$ cat src/terminal_key_decoder_defines.svh
// Assertion macros used by the checks in the top-level decoder file.
`ifndef TERMINAL_KEY_DECODER_DEFINES_SVH
`define TERMINAL_KEY_DECODER_DEFINES_SVH

`define TKD_ASSERT(lbl, clk, rst_n, prop, msg) \
    lbl: assert property (@(posedge clk) disable iff (!rst_n) prop) else $error(msg);

`define TKD_ASSERT_NORST(lbl, clk, prop, msg) \
    lbl: assert property (@(posedge clk) prop) else $error(msg);

`endif

$ cat src/tkd_pkg.sv
package tkd_pkg;

    localparam int PARAM_CAP = 1000;
    localparam int PARAM_W   = $clog2(PARAM_CAP + 1);
    typedef logic [PARAM_W-1:0] t_param;

    localparam logic [4:0] EV_CHAR        = 5'd0;
    localparam logic [4:0] EV_PASTE_TEXT  = 5'd1;
    localparam logic [4:0] EV_ENTER       = 5'd2;
    localparam logic [4:0] EV_BACKSPACE   = 5'd3;
    localparam logic [4:0] EV_INTERRUPT   = 5'd4;
    localparam logic [4:0] EV_EOF         = 5'd5;
    localparam logic [4:0] EV_HOME        = 5'd6;
    localparam logic [4:0] EV_END         = 5'd7;
    localparam logic [4:0] EV_LEFT        = 5'd8;
    localparam logic [4:0] EV_RIGHT       = 5'd9;
    localparam logic [4:0] EV_UP          = 5'd10;
    localparam logic [4:0] EV_DOWN        = 5'd11;
    localparam logic [4:0] EV_KILL_START  = 5'd12;
    localparam logic [4:0] EV_KILL_END    = 5'd13;
    localparam logic [4:0] EV_KILL_WORD   = 5'd14;
    localparam logic [4:0] EV_CLEAR       = 5'd15;
    localparam logic [4:0] EV_IGNORED     = 5'd16;
    localparam logic [4:0] EV_WORD_RIGHT  = 5'd17;
    localparam logic [4:0] EV_WORD_LEFT   = 5'd18;
    localparam logic [4:0] EV_DELETE      = 5'd19;
    localparam logic [4:0] EV_PASTE_START = 5'd20;
    localparam logic [4:0] EV_PASTE_END   = 5'd21;
    localparam logic [4:0] EV_PASTE_LINE  = 5'd22;

    localparam logic [7:0] B_ESC   = 8'h1b;
    localparam logic [7:0] B_CR    = 8'h0d;
    localparam logic [7:0] B_LF    = 8'h0a;
    localparam logic [7:0] B_TAB   = 8'h09;
    localparam logic [7:0] B_SPACE = 8'h20;

    localparam logic [4:0] TAB_RESET = 5'd8;

    // One command: an optional run of held bytes, then an optional repeated tail event.
    typedef struct packed {
        logic [2:0]      pre_cnt;
        logic            pre_paste;
        logic [4:0][7:0] pre_bytes;
        logic            tail_en;
        logic [4:0]      tail_code;
        logic [7:0]      tail_byte;
        logic [4:0]      tail_rep;
    } t_cmd;

    function automatic logic [7:0] f_marker(logic [2:0] idx);
        logic [7:0] m;
        unique case (idx)
            3'd0: m = B_ESC;
            3'd1: m = 8'h5b;
            3'd2: m = 8'h32;
            3'd3: m = 8'h30;
            3'd4: m = 8'h31;
            3'd5: m = 8'h7e;
            default: m = 8'h00;
        endcase
        return m;
    endfunction

endpackage

$ cat src/tkd_front.sv
module tkd_front
    import tkd_pkg::*;
(
    input  logic       i_clk,
    input  logic       i_rst_n,
    input  logic       i_accept,
    input  logic [7:0] i_in_byte,
    input  logic       i_cfg_we,
    input  logic [4:0] i_cfg_data,
    output t_cmd       o_cmd,
    output logic       o_has
);

    localparam logic [2:0] M_GROUND = 3'd0;
    localparam logic [2:0] M_ESC    = 3'd1;
    localparam logic [2:0] M_UTF8   = 3'd2;
    localparam logic [2:0] M_CSI    = 3'd3;
    localparam logic [2:0] M_SS3    = 3'd4;

    logic [4:0]      r_tab;
    logic [2:0]      r_mode, n_mode;
    t_param          r_p1, n_p1, r_p2, n_p2;
    logic [1:0]      r_slot, n_slot;
    logic            r_odd, n_odd;
    logic [2:0][7:0] r_held, n_held;
    logic [1:0]      r_cnt, n_cnt;
    logic [1:0]      r_owed, n_owed;
    logic            r_paste, n_paste;
    logic [2:0]      r_match, n_match;
    logic            r_cr, n_cr;

    logic [4:0] tabn;
    logic       do_g, do_f, crb;
    logic [7:0] b;
    t_cmd       cmd;

    function automatic t_param f_next_digit(t_param p, logic [3:0] d);
        logic [PARAM_W+3:0] v;
        v = ({4'd0, p} * (PARAM_W+4)'(10)) + {{PARAM_W{1'b0}}, d};
        if (p >= t_param'(PARAM_CAP) || v > (PARAM_W+4)'(PARAM_CAP)) begin
            return t_param'(PARAM_CAP);
        end
        return v[PARAM_W-1:0];
    endfunction

    function automatic t_cmd f_key(logic [4:0] code);
        t_cmd c;
        c = '0;
        c.tail_en   = 1'b1;
        c.tail_code = code;
        c.tail_rep  = 5'd1;
        return c;
    endfunction

    function automatic logic f_lead(logic [7:0] v);
        return ((v & 8'hE0) == 8'hC0) || ((v & 8'hF0) == 8'hE0) || ((v & 8'hF8) == 8'hF0);
    endfunction

    function automatic t_cmd f_ground(logic [7:0] v, logic [4:0] tn);
        t_cmd c;
        c = '0;
        unique case (v)
            8'h1b: c = '0;
            8'h0d, 8'h0a: c = f_key(EV_ENTER);
            8'h7f, 8'h08: c = f_key(EV_BACKSPACE);
            8'h03: c = f_key(EV_INTERRUPT);
            8'h04: c = f_key(EV_EOF);
            8'h01: c = f_key(EV_HOME);
            8'h05: c = f_key(EV_END);
            8'h02: c = f_key(EV_LEFT);
            8'h06: c = f_key(EV_RIGHT);
            8'h10: c = f_key(EV_UP);
            8'h0e: c = f_key(EV_DOWN);
            8'h15: c = f_key(EV_KILL_START);
            8'h0b: c = f_key(EV_KILL_END);
            8'h17: c = f_key(EV_KILL_WORD);
            8'h0c: c = f_key(EV_CLEAR);
            8'h09: begin
                c = f_key(EV_CHAR);
                c.tail_byte = B_SPACE;
                c.tail_rep  = tn;
            end
            default: begin
                if (v < 8'h20) begin
                    c = f_key(EV_IGNORED);
                end else if (v < 8'h80) begin
                    c = f_key(EV_CHAR);
                    c.tail_byte = v;
                end else if (f_lead(v)) begin
                    c = '0;
                end else begin
                    c = f_key(EV_IGNORED);
                end
            end
        endcase
        return c;
    endfunction

    function automatic t_cmd f_final(logic [7:0] v, logic odd, logic ctl, t_param p1);
        t_cmd c;
        c = f_key(EV_IGNORED);
        if (!odd) begin
            unique case (v)
                8'h41: c = f_key(EV_UP);
                8'h42: c = f_key(EV_DOWN);
                8'h43: c = f_key(ctl ? EV_WORD_RIGHT : EV_RIGHT);
                8'h44: c = f_key(ctl ? EV_WORD_LEFT : EV_LEFT);
                8'h48: c = f_key(EV_HOME);
                8'h46: c = f_key(EV_END);
                8'h7e: begin
                    if (p1 == t_param'(1) || p1 == t_param'(7)) begin
                        c = f_key(EV_HOME);
                    end else if (p1 == t_param'(4) || p1 == t_param'(8)) begin
                        c = f_key(EV_END);
                    end else if (p1 == t_param'(3)) begin
                        c = f_key(EV_DELETE);
                    end else if (p1 == t_param'(200)) begin
                        c = f_key(EV_PASTE_START);
                    end
                end
                default: c = f_key(EV_IGNORED);
            endcase
        end
        return c;
    endfunction

    assign tabn = (r_tab == 5'd0) ? 5'd1 : ((r_tab > 5'd16) ? 5'd16 : r_tab);
    assign b    = i_in_byte;

    always_comb begin
        n_mode  = r_mode;
        n_p1    = r_p1;
        n_p2    = r_p2;
        n_slot  = r_slot;
        n_odd   = r_odd;
        n_held  = r_held;
        n_cnt   = r_cnt;
        n_owed  = r_owed;
        n_paste = r_paste;
        n_match = r_match;
        n_cr    = r_cr;
        cmd     = '0;
        do_g    = 1'b0;
        do_f    = 1'b0;
        crb     = r_cr;
        if (r_paste) begin
            if (r_match < 3'd6 && b == f_marker(r_match)) begin
                if (r_match == 3'd5) begin
                    cmd     = f_key(EV_PASTE_END);
                    n_paste = 1'b0;
                    n_match = 3'd0;
                    n_cr    = 1'b0;
                end else begin
                    n_match = r_match + 3'd1;
                end
            end else begin
                if (r_match != 3'd0) begin
                    cmd.pre_cnt   = r_match;
                    cmd.pre_paste = 1'b1;
                    for (int i = 0; i < 5; i++) begin
                        cmd.pre_bytes[i] = f_marker(3'(i));
                    end
                    n_match = 3'd0;
                    crb     = 1'b0;
                    n_cr    = 1'b0;
                end
                if (r_match != 3'd0 && b == B_ESC) begin
                    n_match = 3'd1;
                end else if (b == B_LF && crb) begin
                    n_cr = 1'b0;
                end else begin
                    n_cr = (b == B_CR);
                    cmd.tail_en  = 1'b1;
                    cmd.tail_rep = 5'd1;
                    if (b == B_CR || b == B_LF) begin
                        cmd.tail_code = EV_PASTE_LINE;
                    end else if (b == B_TAB) begin
                        cmd.tail_code = EV_PASTE_TEXT;
                        cmd.tail_byte = B_SPACE;
                        cmd.tail_rep  = tabn;
                    end else begin
                        cmd.tail_code = EV_PASTE_TEXT;
                        cmd.tail_byte = b;
                    end
                end
            end
        end else begin
            unique case (r_mode)
                M_UTF8: begin
                    if ((b & 8'hC0) != 8'h80) begin
                        n_cnt  = 2'd0;
                        n_owed = 2'd0;
                        do_g   = 1'b1;
                    end else if (r_owed > 2'd1 && r_cnt < 2'd3) begin
                        n_held[r_cnt] = b;
                        n_cnt  = r_cnt + 2'd1;
                        n_owed = r_owed - 2'd1;
                    end else begin
                        cmd           = f_key(EV_CHAR);
                        cmd.tail_byte = b;
                        cmd.pre_cnt   = {1'b0, r_cnt};
                        for (int i = 0; i < 3; i++) begin
                            cmd.pre_bytes[i] = r_held[i];
                        end
                        n_cnt  = 2'd0;
                        n_owed = 2'd0;
                        n_mode = M_GROUND;
                    end
                end
                M_ESC: begin
                    if (b == 8'h5b || b == 8'h4f) begin
                        n_mode = (b == 8'h5b) ? M_CSI : M_SS3;
                        n_p1   = '0;
                        n_p2   = '0;
                        n_slot = 2'd0;
                        n_odd  = 1'b0;
                    end else if (b < 8'h20 || b >= 8'h7f) begin
                        do_g = 1'b1;
                    end else begin
                        n_mode = M_GROUND;
                        if (b == 8'h62 || b == 8'h42) begin
                            cmd = f_key(EV_WORD_LEFT);
                        end else if (b == 8'h66 || b == 8'h46) begin
                            cmd = f_key(EV_WORD_RIGHT);
                        end else begin
                            cmd = f_key(EV_IGNORED);
                        end
                    end
                end
                M_CSI: begin
                    if (b >= 8'h30 && b <= 8'h39) begin
                        if (r_slot == 2'd0) begin
                            n_p1 = f_next_digit(r_p1, b[3:0]);
                        end else if (r_slot == 2'd1) begin
                            n_p2 = f_next_digit(r_p2, b[3:0]);
                        end
                    end else if (b == 8'h3b) begin
                        n_slot = (r_slot < 2'd2) ? r_slot + 2'd1 : 2'd2;
                    end else if (b >= 8'h20 && b <= 8'h3f) begin
                        n_odd = 1'b1;
                    end else if (b >= 8'h40 && b <= 8'h7e) begin
                        do_f = 1'b1;
                    end else begin
                        do_g = 1'b1;
                    end
                end
                M_SS3: begin
                    if (b >= 8'h40 && b <= 8'h7e) begin
                        do_f = 1'b1;
                    end else begin
                        do_g = 1'b1;
                    end
                end
                default: do_g = 1'b1;
            endcase
        end
        if (do_f) begin
            n_mode = M_GROUND;
            cmd = f_final(b, r_odd, (r_slot >= 2'd1) && (r_p2 == t_param'(5)), r_p1);
            if (cmd.tail_code == EV_PASTE_START) begin
                n_paste = 1'b1;
                n_match = 3'd0;
                n_cr    = 1'b0;
            end
        end
        if (do_g) begin
            cmd    = f_ground(b, tabn);
            n_mode = M_GROUND;
            if (b == B_ESC) begin
                n_mode = M_ESC;
            end else if (f_lead(b)) begin
                n_held[0] = b;
                n_cnt     = 2'd1;
                n_mode    = M_UTF8;
                if ((b & 8'hE0) == 8'hC0) begin
                    n_owed = 2'd1;
                end else if ((b & 8'hF0) == 8'hE0) begin
                    n_owed = 2'd2;
                end else begin
                    n_owed = 2'd3;
                end
            end
        end
    end

    assign o_cmd = cmd;
    assign o_has = (cmd.pre_cnt != 3'd0) || cmd.tail_en;

    always_ff @(posedge i_clk) begin
        if (!i_rst_n) begin
            r_tab   <= TAB_RESET;
            r_mode  <= M_GROUND;
            r_p1    <= '0;
            r_p2    <= '0;
            r_slot  <= 2'd0;
            r_odd   <= 1'b0;
            r_cnt   <= 2'd0;
            r_owed  <= 2'd0;
            r_paste <= 1'b0;
            r_match <= 3'd0;
            r_cr    <= 1'b0;
        end else begin
            if (i_cfg_we) begin
                r_tab <= i_cfg_data;
            end
            if (i_accept) begin
                r_mode  <= n_mode;
                r_p1    <= n_p1;
                r_p2    <= n_p2;
                r_slot  <= n_slot;
                r_odd   <= n_odd;
                r_cnt   <= n_cnt;
                r_owed  <= n_owed;
                r_paste <= n_paste;
                r_match <= n_match;
                r_cr    <= n_cr;
            end
        end
    end

    always_ff @(posedge i_clk) begin
        if (i_accept) begin
            r_held <= n_held;
        end
    end

endmodule

$ cat src/tkd_queue.sv
module tkd_queue
    import tkd_pkg::*;
(
    input  logic i_clk,
    input  logic i_rst_n,
    input  logic i_wr,
    input  t_cmd i_data,
    input  logic i_rd,
    output logic o_full,
    output logic o_valid,
    output t_cmd o_data
);

    t_cmd       r_mem [2];
    logic       r_wp, r_rp;
    logic [1:0] r_cnt;

    assign o_full  = (r_cnt == 2'd2);
    assign o_valid = (r_cnt != 2'd0);
    assign o_data  = r_mem[r_rp];

    always_ff @(posedge i_clk) begin
        if (!i_rst_n) begin
            r_wp  <= 1'b0;
            r_rp  <= 1'b0;
            r_cnt <= 2'd0;
        end else begin
            if (i_wr) begin
                r_wp <= ~r_wp;
            end
            if (i_rd) begin
                r_rp <= ~r_rp;
            end
            r_cnt <= r_cnt + {1'b0, i_wr} - {1'b0, i_rd};
        end
    end

    always_ff @(posedge i_clk) begin
        if (i_wr) begin
            r_mem[r_wp] <= i_data;
        end
    end

endmodule

$ cat src/tkd_back.sv
module tkd_back
    import tkd_pkg::*;
(
    input  logic       i_clk,
    input  logic       i_rst_n,
    input  logic       i_q_valid,
    input  t_cmd       i_q_data,
    output logic       o_q_rd,
    input  logic       i_pop,
    output logic       o_empty,
    output logic [4:0] o_event_code,
    output logic [7:0] o_text_byte,
    output logic       o_last_of_run
);

    logic       r_busy;
    t_cmd       r_cmd;
    logic [2:0] r_pos;
    logic [4:0] r_rep;
    logic       in_tail, last, fire, take;

    assign in_tail = (r_pos >= r_cmd.pre_cnt);
    assign last    = in_tail ? (r_rep == r_cmd.tail_rep - 5'd1)
                             : ((r_pos == r_cmd.pre_cnt - 3'd1) && !r_cmd.tail_en);
    assign fire    = r_busy && i_pop;
    assign take    = !r_busy || (fire && last);
    assign o_q_rd  = take && i_q_valid;

    assign o_empty       = !r_busy;
    assign o_last_of_run = last;
    assign o_event_code  = in_tail ? r_cmd.tail_code
                                   : (r_cmd.pre_paste ? EV_PASTE_TEXT : EV_CHAR);
    assign o_text_byte   = in_tail ? r_cmd.tail_byte : r_cmd.pre_bytes[r_pos];

    always_ff @(posedge i_clk) begin
        if (!i_rst_n) begin
            r_busy <= 1'b0;
            r_pos  <= 3'd0;
            r_rep  <= 5'd0;
        end else if (take) begin
            r_busy <= i_q_valid;
            r_pos  <= 3'd0;
            r_rep  <= 5'd0;
        end else if (fire) begin
            if (in_tail) begin
                r_rep <= r_rep + 5'd1;
            end else begin
                r_pos <= r_pos + 3'd1;
            end
        end
    end

    always_ff @(posedge i_clk) begin
        if (take) begin
            r_cmd <= i_q_data;
        end
    end

endmodule

$ cat src/terminal_key_decoder.sv
// Terminal key decoder: raw terminal bytes in, key and text events out.
// Input side is a queue: drive i_in_byte and push; the beat is taken on a
// rising edge with push high and full low. Output side is a queue too: the
// oldest event sits on o_event_code, o_text_byte and o_last_of_run while
// empty is low, and pop high at a rising edge takes that beat.
// One byte is accepted per cycle while full is low. A byte that yields events
// goes through the command queue and the back end's command register before
// its first event shows on the output; the back end delivers one event per
// cycle while pop is high, so a byte that expands to k events (a tab, a UTF-8
// character, a broken paste end marker) takes k pops; the two-entry command
// queue between parser and expander sets how far input may run ahead.
// i_cfg_we with i_cfg_data sets the tab width; write it only while idle.
// A synchronous low on i_rst_n empties both queues, returns the parser to its
// ground state and sets the tab width to eight. When the receiver stops
// popping, the queue fills and full rises; no event is dropped.
`include "terminal_key_decoder_defines.svh"

module terminal_key_decoder
    import tkd_pkg::*;
(
    input  logic       i_clk,
    input  logic       i_rst_n,
    input  logic       push,
    output logic       full,
    input  logic [7:0] i_in_byte,
    output logic       empty,
    input  logic       pop,
    output logic [4:0] o_event_code,
    output logic [7:0] o_text_byte,
    output logic       o_last_of_run,
    input  logic       i_cfg_we,
    input  logic [4:0] i_cfg_data
);

    logic accept, has, q_valid, q_rd;
    t_cmd cmd, q_data;

    assign accept = push && !full;

    tkd_front u_front (
        .i_clk      (i_clk),
        .i_rst_n    (i_rst_n),
        .i_accept   (accept),
        .i_in_byte  (i_in_byte),
        .i_cfg_we   (i_cfg_we),
        .i_cfg_data (i_cfg_data),
        .o_cmd      (cmd),
        .o_has      (has)
    );

    tkd_queue u_queue (
        .i_clk   (i_clk),
        .i_rst_n (i_rst_n),
        .i_wr    (accept && has),
        .i_data  (cmd),
        .i_rd    (q_rd),
        .o_full  (full),
        .o_valid (q_valid),
        .o_data  (q_data)
    );

    tkd_back u_back (
        .i_clk         (i_clk),
        .i_rst_n       (i_rst_n),
        .i_q_valid     (q_valid),
        .i_q_data      (q_data),
        .o_q_rd        (q_rd),
        .i_pop         (pop),
        .o_empty       (empty),
        .o_event_code  (o_event_code),
        .o_text_byte   (o_text_byte),
        .o_last_of_run (o_last_of_run)
    );

    `TKD_ASSERT(a_key_no_byte, i_clk, i_rst_n,
        (!empty && o_event_code > EV_PASTE_TEXT) |-> (o_text_byte == 8'd0),
        "key event carries a text byte")
    `TKD_ASSERT(a_code_range, i_clk, i_rst_n,
        !empty |-> (o_event_code <= EV_PASTE_LINE), "event code out of range")
    `TKD_ASSERT(a_full_has_data, i_clk, i_rst_n,
        full |-> (q_valid && !empty), "queue full while back end idle")
    `TKD_ASSERT_NORST(a_reset_empty, i_clk,
        $past(!i_rst_n) |-> (empty && !full), "not empty after reset")

endmodule

$ cat config.mk
export PLATFORM = sky130hd
export DESIGN_NAME = terminal_key_decoder
export DESIGN_NICKNAME = d
export VERILOG_FILES = /design/src/tkd_pkg.sv /design/src/tkd_front.sv /design/src/tkd_queue.sv /design/src/tkd_back.sv /design/src/terminal_key_decoder.sv
export VERILOG_INCLUDE_DIRS = /design/src /design/src/src
export SDC_FILE = /design/constraint.sdc
export NUM_CORES = 1
export LEC_CHECK = 0
export ABC_AREA = 1
export BUFFER_PORTS_ARGS = -buffer_cell sky130_fd_sc_hd__clkbuf_2
export CORE_MARGIN = 4
export CORE_UTILIZATION = 31
export DETAILED_ROUTE_END_ITERATION = 16
export PLACE_DENSITY = 0.41
export SYNTH_ARGS = -nofsm -noshare
export SYNTH_HDL_FRONTEND = slang
export SYNTH_HIERARCHICAL = 1
export SYNTH_SLANG_ARGS = --single-unit
$ cat constraint.sdc
create_clock -name i_clk -period 7.4 [get_ports i_clk]
set_input_delay 0.74 -clock i_clk [delete_from_list [all_inputs] [get_ports i_clk]]
set_output_delay 0.74 -clock i_clk [all_outputs]
set_load 0.02 [all_outputs]
==> impl_results.md <==
* Sequential area share after synthesis at 49.9%
* Rows at 80
* Critical path startpoint: u_front/r_match[0]$_SDFFE_PN0P_
* R2R Path End: u_queue/r_mem[0][16]$_DFFE_PP_
* I/O Buffers at 33
* TritonCTS clock tree: yes
* Leakage power at 0.00702 uW
* Largest net degree at the start of global routing at 53
* Crit end category: flop
* Most common cell in the netlist: nand2_1
* Die outline height at around 230 um
* Drt wl/cell at between 15 and 20 um
* Clk sink count at between 200 and 300
* Routability Congestion at between 0.9 and 1
* Die W at between 200 and 250 um
* Reg2reg start: u_front/r_match[0]$_SDFFE_PN0P_
* Routed wire length at approximately 37 mm
* CTS max path bufs at 3
* Non-filler cells, final at between 2000 and 2500
* Setup crit start kind: flop
* Outcome: finished clean
* Post-cts resize count at 0
* Clock transition at the registers of the reported paths at around 0.060 ns
* Max VDD drop at ~200 uV
* Post-CTS setup buffers at 0
* Area of the core at 0.0477 sq mm
* Power per cell area at ~320 mW/mm^2
* Vias in the first global route at ~11000
* Max Slew Vio Count at 0
* EDFF count, synth at approximately 210
* Final hold viol count at 0
* Initial DRC count at 784
* Fmax at approximately 230 MHz
* Unrepaired setup endpoints after global routing: false
* Post-route setup TNS at 0 ns
* HPWL Detailed at about 27 mm
* Period utilization at about three fifths
* CTS Buf Count at 31
* Synth Area per Inst at roughly 9.5 sq um
* Mapped cell area at 0.0150 sq mm
* Setup CP Type: flop to flop
* Remaining antenna violation count at 0
* Final nets at 1685
* CTS root buffer: clkbuf_16
* Hold Path Class: input pin to flop
* Final setup vio count at 0
* Initial DRT Pass Iterations at 6
* Via-per-instance ratio at about 4.7
* Vias at approximately 11000
* CTS Hold Buffers Added at 0
* DP Worst Slack at ~2.8 ns
* Depth of the CTS H-tree at 1
* Worst-Margin Slew at between 1 and 1.5 ns
* Synth cell types at 60
* Top cells by count, synth: nand2_1 (334), edfxtp_1 (213), inv_1 (171)
* Reg2reg path depth at 18
* Final clock skew at around 0.017 ns
* Worst EP arrival at between 4 and 5 ns
* Worst setup path end: u_queue/r_mem[0][16]$_DFFE_PP_
* Starting density of the core at a little under a third
* Clock Latency Late Sink at approximately 0.58 ns
* YS warnings at 6
* Fin crit period at ~4.3 ns
* Placed cells at approximately 2200
* Area growth syn-to-layout at 11.3%
* Die area at 0.0519 sq mm
* Cell taking the most area after synthesis: edfxtp_1
* Initial antenna violation count at 0
* First-pass GRT wire length at about 60 mm
* Total congestion overflow at 0
* Max capacitance violation total at 0
* Mapped Cells at 1573
* Synth area leaders: edfxtp_1 (43%), nand2_1 (8.4%), dfxtp_1 (7.2%)
* Post-route DRC at 0
* Reg2Reg Setup Slack at ~3.1 ns
* Flops & latches, synth at ~270
* CP required at around 7.6 ns
* Slew headroom at between 20% and 30%
* Most common flop cell mapped by yosys: edfxtp_1
* Min Hold Slack at a little over 0.4 ns
* Worst-path fanout max at 40
* Synth top area share at around 43%
* All-Layer GR Usage at roughly 14%
* IO Pins at 34
* Final worst slack at 3.08 ns
* Layout cell share with drive strength beyond 1 at roughly 16%
* Asr flop ratio synth at 0%
==> worst max-delay path, cell delays in order (launching register included) <==
cell and delay (ns):
dfxtp_1 0.47, inv_2 0.12, nor2_4 0.21, nand2_2 0.17, nand2_2 0.12, nand2_1 0.06, xor2_1 0.16, nor3_2 0.16
nand4_1 0.26, o21ai_1 0.25, nand2_1 0.07, nand2_1 0.08, nand2_1 0.09, nand2_1 0.07, inv_1 0.04, nor2_2 0.18
inv_1 0.10, nor2_4 0.65, buf_4 0.60
==> routing by layer <==
metal	share of wire (%)	wire, um	global-route usage [%]	vias up
li1	-	-	-	5353
met1	47	17700	19.4	4967
met2	46	17100	23.1	200
met3	4.5	1660	2.50	44
met4	2.2	821	3.39	0
met5	0	0	0	-
==> report_power, final <==
part           internal (uW)  total (uW)  switching (uW)
logic                    564        1510             946
clock network            970        1580             610
registers               2160        2300             149
total                   3690        5390            1700
==> worst min path at each step <==
stage | slack [ns] | depth (start not counted) | to | startpoint
2_1_floorplan | 0.44 | 2 | u_front/r_slot[1]$_SDFFE_PN0P_ | u_front/r_slot[1]$_SDFFE_PN0P_
3_3_place_gp | 0.47 | 2 | u_front/r_slot[1]$_SDFFE_PN0P_ | u_front/r_slot[1]$_SDFFE_PN0P_
3_5_place_dp | 0.47 | 2 | u_front/r_slot[1]$_SDFFE_PN0P_ | u_front/r_slot[1]$_SDFFE_PN0P_
4_1_cts | 0.38 | 3 | u_front/r_tab[3]$_SDFFE_PN1P_ | i_cfg_data[3]
5_1_grt | 0.41 | 3 | u_front/r_tab[3]$_SDFFE_PN1P_ | i_cfg_data[3]
6_report | 0.41 | 3 | u_front/r_tab[3]$_SDFFE_PN1P_ | i_cfg_data[3]
==> through the flow <==
stage / cell area [sq um] / power, uW / util [%]
global route: 16700 / 5720 / 34.9
finish: 16700 / 5390 / 34.9
CTS: 16700 / 5500 / 34.9
global placement: 15600 / 3870 / 32.7
floorplan: 15000 / 3480 / -
detailed placement: 15600 / 3880 / 32.7
==> cell families after synthesis <==
group,share of synthesized area [%]
and+or+nand+nor,22.0
DFF,49.9
buffers and inverters,7.96
AOI/OAI and AO/OA,7.39
muxes,6.39
adders and majority gates,5.13
xor gates and xnor gates,1.11
other,0.0250
==> placed cells by master (no fill, tap or decap), types with 19 or more instances in the layout <==
master     instances
nand3_1          106
nand2_1          333
nand4_1           21
o21ai_1           20
mux2_4            60
inv_2             29
nor2_1           154
clkbuf_16         31
clkbuf_2          33
inv_1            170
a21oi_1           71
o21ai_0           55
edfxtp_1         213
nor3_1            19
ha_1              55
dfxtp_1           53
==> registers in the layout (all words and copies together) (netlist names), 2 cells and up, named ones only <==
signal           count
u_queue/r_mem      126
u_back/r_cmd        63
u_front/r_held      24
u_front/r_p1        10
u_front/r_p2        10
u_back/r_rep         5
u_front/r_tab        5
u_back/r_pos         3
u_front/r_match      3
u_front/r_mode       3
u_front/r_cnt        2
u_front/r_owed       2
u_front/r_slot       2
u_queue/r_cnt        2
==> area by class of cell <==
cell class,count,area (sq um)
clock inverters,25,277
inverters,204,776
repair buffers,42,233
clock buffers,33,783
well taps,615,769
flip-flops and latches,267,7480
multi-input cells,1062,6350
fillers,4887,31100
diodes,1,2.50
(Power assumes the default switching activity.)
